**src/hdl/mf3_pkg.sv**
```systemverilog
package mf3_pkg;

  localparam int PIX_W = 8;
  localparam int POS_W = 11;
  localparam int CFG_W = 12;
  localparam int WIN_N = 9;
  localparam int DIM_MIN = 3;
  localparam int WIDTH_RESET = 640;
  localparam int HEIGHT_RESET = 480;
  localparam int MED_STEPS = 19;

  localparam logic [3:0] MED_IDX = 4'd4;

  typedef logic [PIX_W-1:0] pix_t;
  typedef logic [WIN_N-1:0][PIX_W-1:0] win_t;

  typedef enum logic [0:0] {
    CFG_FRAME_WIDTH  = 1'b0,
    CFG_FRAME_HEIGHT = 1'b1
  } cfg_reg_e;

  // Compare-exchange network for the median of nine: min goes to LO, max to HI
  localparam logic [3:0] MED_LO [MED_STEPS] = '{
    4'd1, 4'd4, 4'd7, 4'd0, 4'd3, 4'd6, 4'd1, 4'd4, 4'd7, 4'd0,
    4'd5, 4'd4, 4'd3, 4'd1, 4'd2, 4'd4, 4'd4, 4'd6, 4'd4
  };
  localparam logic [3:0] MED_HI [MED_STEPS] = '{
    4'd2, 4'd5, 4'd8, 4'd1, 4'd4, 4'd7, 4'd2, 4'd5, 4'd8, 4'd3,
    4'd8, 4'd7, 4'd6, 4'd4, 4'd5, 4'd7, 4'd2, 4'd4, 4'd2
  };

endpackage

```
**src/hdl/mf3_median.sv**
```systemverilog
module mf3_median (
  input  mf3_pkg::win_t win_i,
  output mf3_pkg::pix_t median_o
);

  mf3_pkg::win_t p;
  mf3_pkg::pix_t lo;
  mf3_pkg::pix_t hi;

  always_comb begin
    p = win_i;
    lo = '0;
    hi = '0;
    for (int k = 0; k < mf3_pkg::MED_STEPS; k++) begin
      lo = p[mf3_pkg::MED_LO[k]];
      hi = p[mf3_pkg::MED_HI[k]];
      if (lo > hi) begin
        p[mf3_pkg::MED_LO[k]] = hi;
        p[mf3_pkg::MED_HI[k]] = lo;
      end
    end
  end

  assign median_o = p[mf3_pkg::MED_IDX];

endmodule

```
**config.mk**
```make
export PLATFORM = sky130hd
export DESIGN_NAME = mf3_median
export DESIGN_NICKNAME = d
export VERILOG_FILES = /design/src/hdl/mf3_pkg.sv /design/src/hdl/mf3_median.sv
export SDC_FILE = /design/constraint.sdc
export NUM_CORES = 1
export LEC_CHECK = 0
export BUFFER_PORTS_ARGS = -buffer_cell sky130_fd_sc_hd__buf_4
export CORE_ASPECT_RATIO = 0.8
export CORE_MARGIN = 3
export CORE_UTILIZATION = 30
export DETAILED_ROUTE_END_ITERATION = 7
export GPL_TIMING_DRIVEN = 0
export PLACE_DENSITY = 0.48
export SETUP_SLACK_MARGIN = 0.3
export SLEW_MARGIN = 40
export SYNTH_ARGS = -nofsm -noshare
export SYNTH_HDL_FRONTEND = slang
export SYNTH_SLANG_ARGS = --single-unit
```
**constraint.sdc**
```tcl
create_clock -name vclk -period 23.1
set_clock_uncertainty 0.2 [all_clocks]
set_input_delay 1.155 -clock vclk [all_inputs]
set_output_delay 1.155 -clock vclk [all_outputs]
set_load 0.02 [all_outputs]
```
==> summary.md <==
| Metric | Value |
|---|---|
| Port bufs | `80` |
| Starting density of the core | `0.306` |
| Die ar. | `about 25000 um2` |
| Worst EP required | `21.75 ns` |
| Tot GR Track Use | `0.177` |
| FFs & Latches | `0` |
| Max-slew violations | `0` |
| Gate Count Post-Synth | `~1.0k` |
| Crit Path Class | `input pin to primary output` |
| WL final | `between 20 and 25 mm` |
| YS warnings | `0` |
| Maxcap violations | `0` |
| Antenna violations before repair | `0` |
| Layout cells sized above 1 | `0.126` |
| Fin crit period | `~21 ns` |
| Worst path most repeated cell | `o21ai_0` |
| Unrepaired setup endpoints after global routing | `false` |
| Status | `completed` |
| Crit path max fanout | `10` |
| CP max-delay cell | `or4_1` |
| CP max stage delay | `around 0.7 ns` |
| Syn nets | `between 1k and 1.5k` |
| Ports | `80` |
| Sequential cell area | `0 um2` |
| ANT nets after route | `0` |
| Number of iterations in the first detailed-routing pass | `6` |
| Period utilisation layout | `0.913` |
| GRT Residual Overflow | `0` |
| Row Count | `between 40 and 50` |
| Largest net degree at the start of global routing | `11` |
| First-pass GRT wire length | `about 37 mm` |
| Critical Path Sink | `median_o[0]` |
| Drt wl/cell | `16.0 um` |
| Hold Fails Final Rpt | `0` |
| Core Footprint | `~23000 um2` |
| Max Fclk | `roughly 0.047 GHz` |
| Post-CTS Setup Bufs | `0` |
| Synth top area cells | `ha_1 27%, a21oi_1 8.5%, mux2i_1 7.7%` |
| GPL Wtd Cong | `roughly 0.9` |
| DRC | `0` |
| Via count | `between 7k and 8k` |
| Count leader, synth | `ha_1` |
| Worst Hold Class | `input pin to primary output` |
| Critical Path Source | `win_i[71]` |
| Worst slew pin tran | `~0.94 ns` |
| Most frequent cells after synthesis | `147 x ha_1, 117 x a21oi_1, 95 x nand2_1, 95 x o21ai_0, 93 x nor2_1` |
| Chip width | `around 180 um` |
| Clock buffer count | `0` |
| Hpwl dp | `20.0 mm` |
| Nets@finish | `between 1k and 1.5k` |
| CP Launch Type | `input pin` |
| Sequential element share of the synthesized area | `0` |
| Max transition margin | `0.365` |
| # diodes | `0` |
| Syn_area_per_cell | `between 6 and 7 um2` |
| Finish-stage setup viols | `0` |
| Area growth from synthesis to layout | `14.3%` |
| Setup TNS Final | `0 ns` |
| Data arrival time of the worst path | `just under 20 ns` |
| Die H | `142 um` |
| DR vias/cell | `around 5.3` |
| Synth cell types | `between 60 and 70` |
| Mapped cell area | `6910 um2` |
| Initial DRC Count | `between 500 and 600` |
| Cts-stage hold buffer count | `0` |
| Vias in the first global route | `6971` |
| Yosys top cell by area | `ha_1` |
| CP Capture Type | `primary output` |
| Post-synth top area share | `0.266` |
## metrics by stage
stage	hold slack (ns)	setup slack, ns	cell area, um2	util	std cells
4_1_cts	2.94	2.25	7900	0.350	1412
6_report	2.92	2.00	7900	0.350	1412
5_1_grt	3.06	0.397	7900	0.350	1412
3_3_place_gp	2.93	2.25	7900	0.350	1412
2_1_floorplan	2.66	5.34	6910	-	1026
3_5_place_dp	2.93	2.31	7900	0.350	1412
## area by class of cell
type | instances | area [um2]
multi-input combinational | 902 | 6430
tap | 306 | 383
fill | 2535 | 14700
timing repair buffer | 80 | 601
buffer | 36 | 160
inverter | 88 | 330
## timing repair
action	CTS	global route
endpoints found under the setup margin	0	3
endpoints found under the hold margin	0	0
resized for setup	0	4
## metal layers
layer,GRT usage,vias to the layer above,wire (um)
met2,0.267,170,8870
li1,-,3911,-
met4,0.00416,0,53
met3,0.0136,4,1280
met5,0,-,0
met1,0.285,3345,12400
## layout by cell type, fill, tap and decap left out, types with 4 or more instances in the layout
master	instances
a211oi_1	7
a21o_1	31
a21oi_1	117
a31oi_1	5
and2_1	4
and3_1	12
buf_2	4
buf_4	81
clkbuf_1	26
ha_1	147
inv_1	88
mux2_2	26
mux2i_1	53
nand2_1	95
nand2b_1	17
nand3_1	32
nand4_1	14
nor2_1	92
nor2b_1	14
nor3_1	13
o21a_1	33
o21ai_0	94
o21ai_1	9
o21bai_1	5
or2_1	5
or3_1	10
## worst max-delay path: cells and delay by family
kind / cells / cell delay (ns)
adder cells (fa/ha/maj): 9 / 2.65
buffers and inverters: 15 / 3.16
AO/OA/AOI/OAI: 36 / 6.18
multiplexers: 1 / 0.45
AND/OR/NAND/NOR: 34 / 6.06
## logic make-up (layout without fill, tap and decap cells)
group	after synthesis	after routing	synth area share
AO/OA/AOI/OAI	343	343	0.310
multiplexers	81	81	0.123
AND/OR/NAND/NOR	329	329	0.228
XOR/XNOR	2	2	0.00253
adder cells (fa/ha/maj)	147	147	0.266
buffers and inverters	124	204	0.0708
## worst min path at each step
stage | from | to | slack [ns] | depth (start not counted)
after floorplan | win_i[50] | median_o[2] | 2.66 | 4
after detailed placement | win_i[50] | median_o[2] | 2.93 | 6
after global routing | win_i[50] | median_o[2] | 3.06 | 6
after global placement | win_i[50] | median_o[2] | 2.93 | 6
final | win_i[50] | median_o[2] | 2.92 | 6
after CTS | win_i[50] | median_o[2] | 2.94 | 6
Power is not shown: default switching activity piles up to over one toggle a cycle in this logic, so the estimate is an artifact.
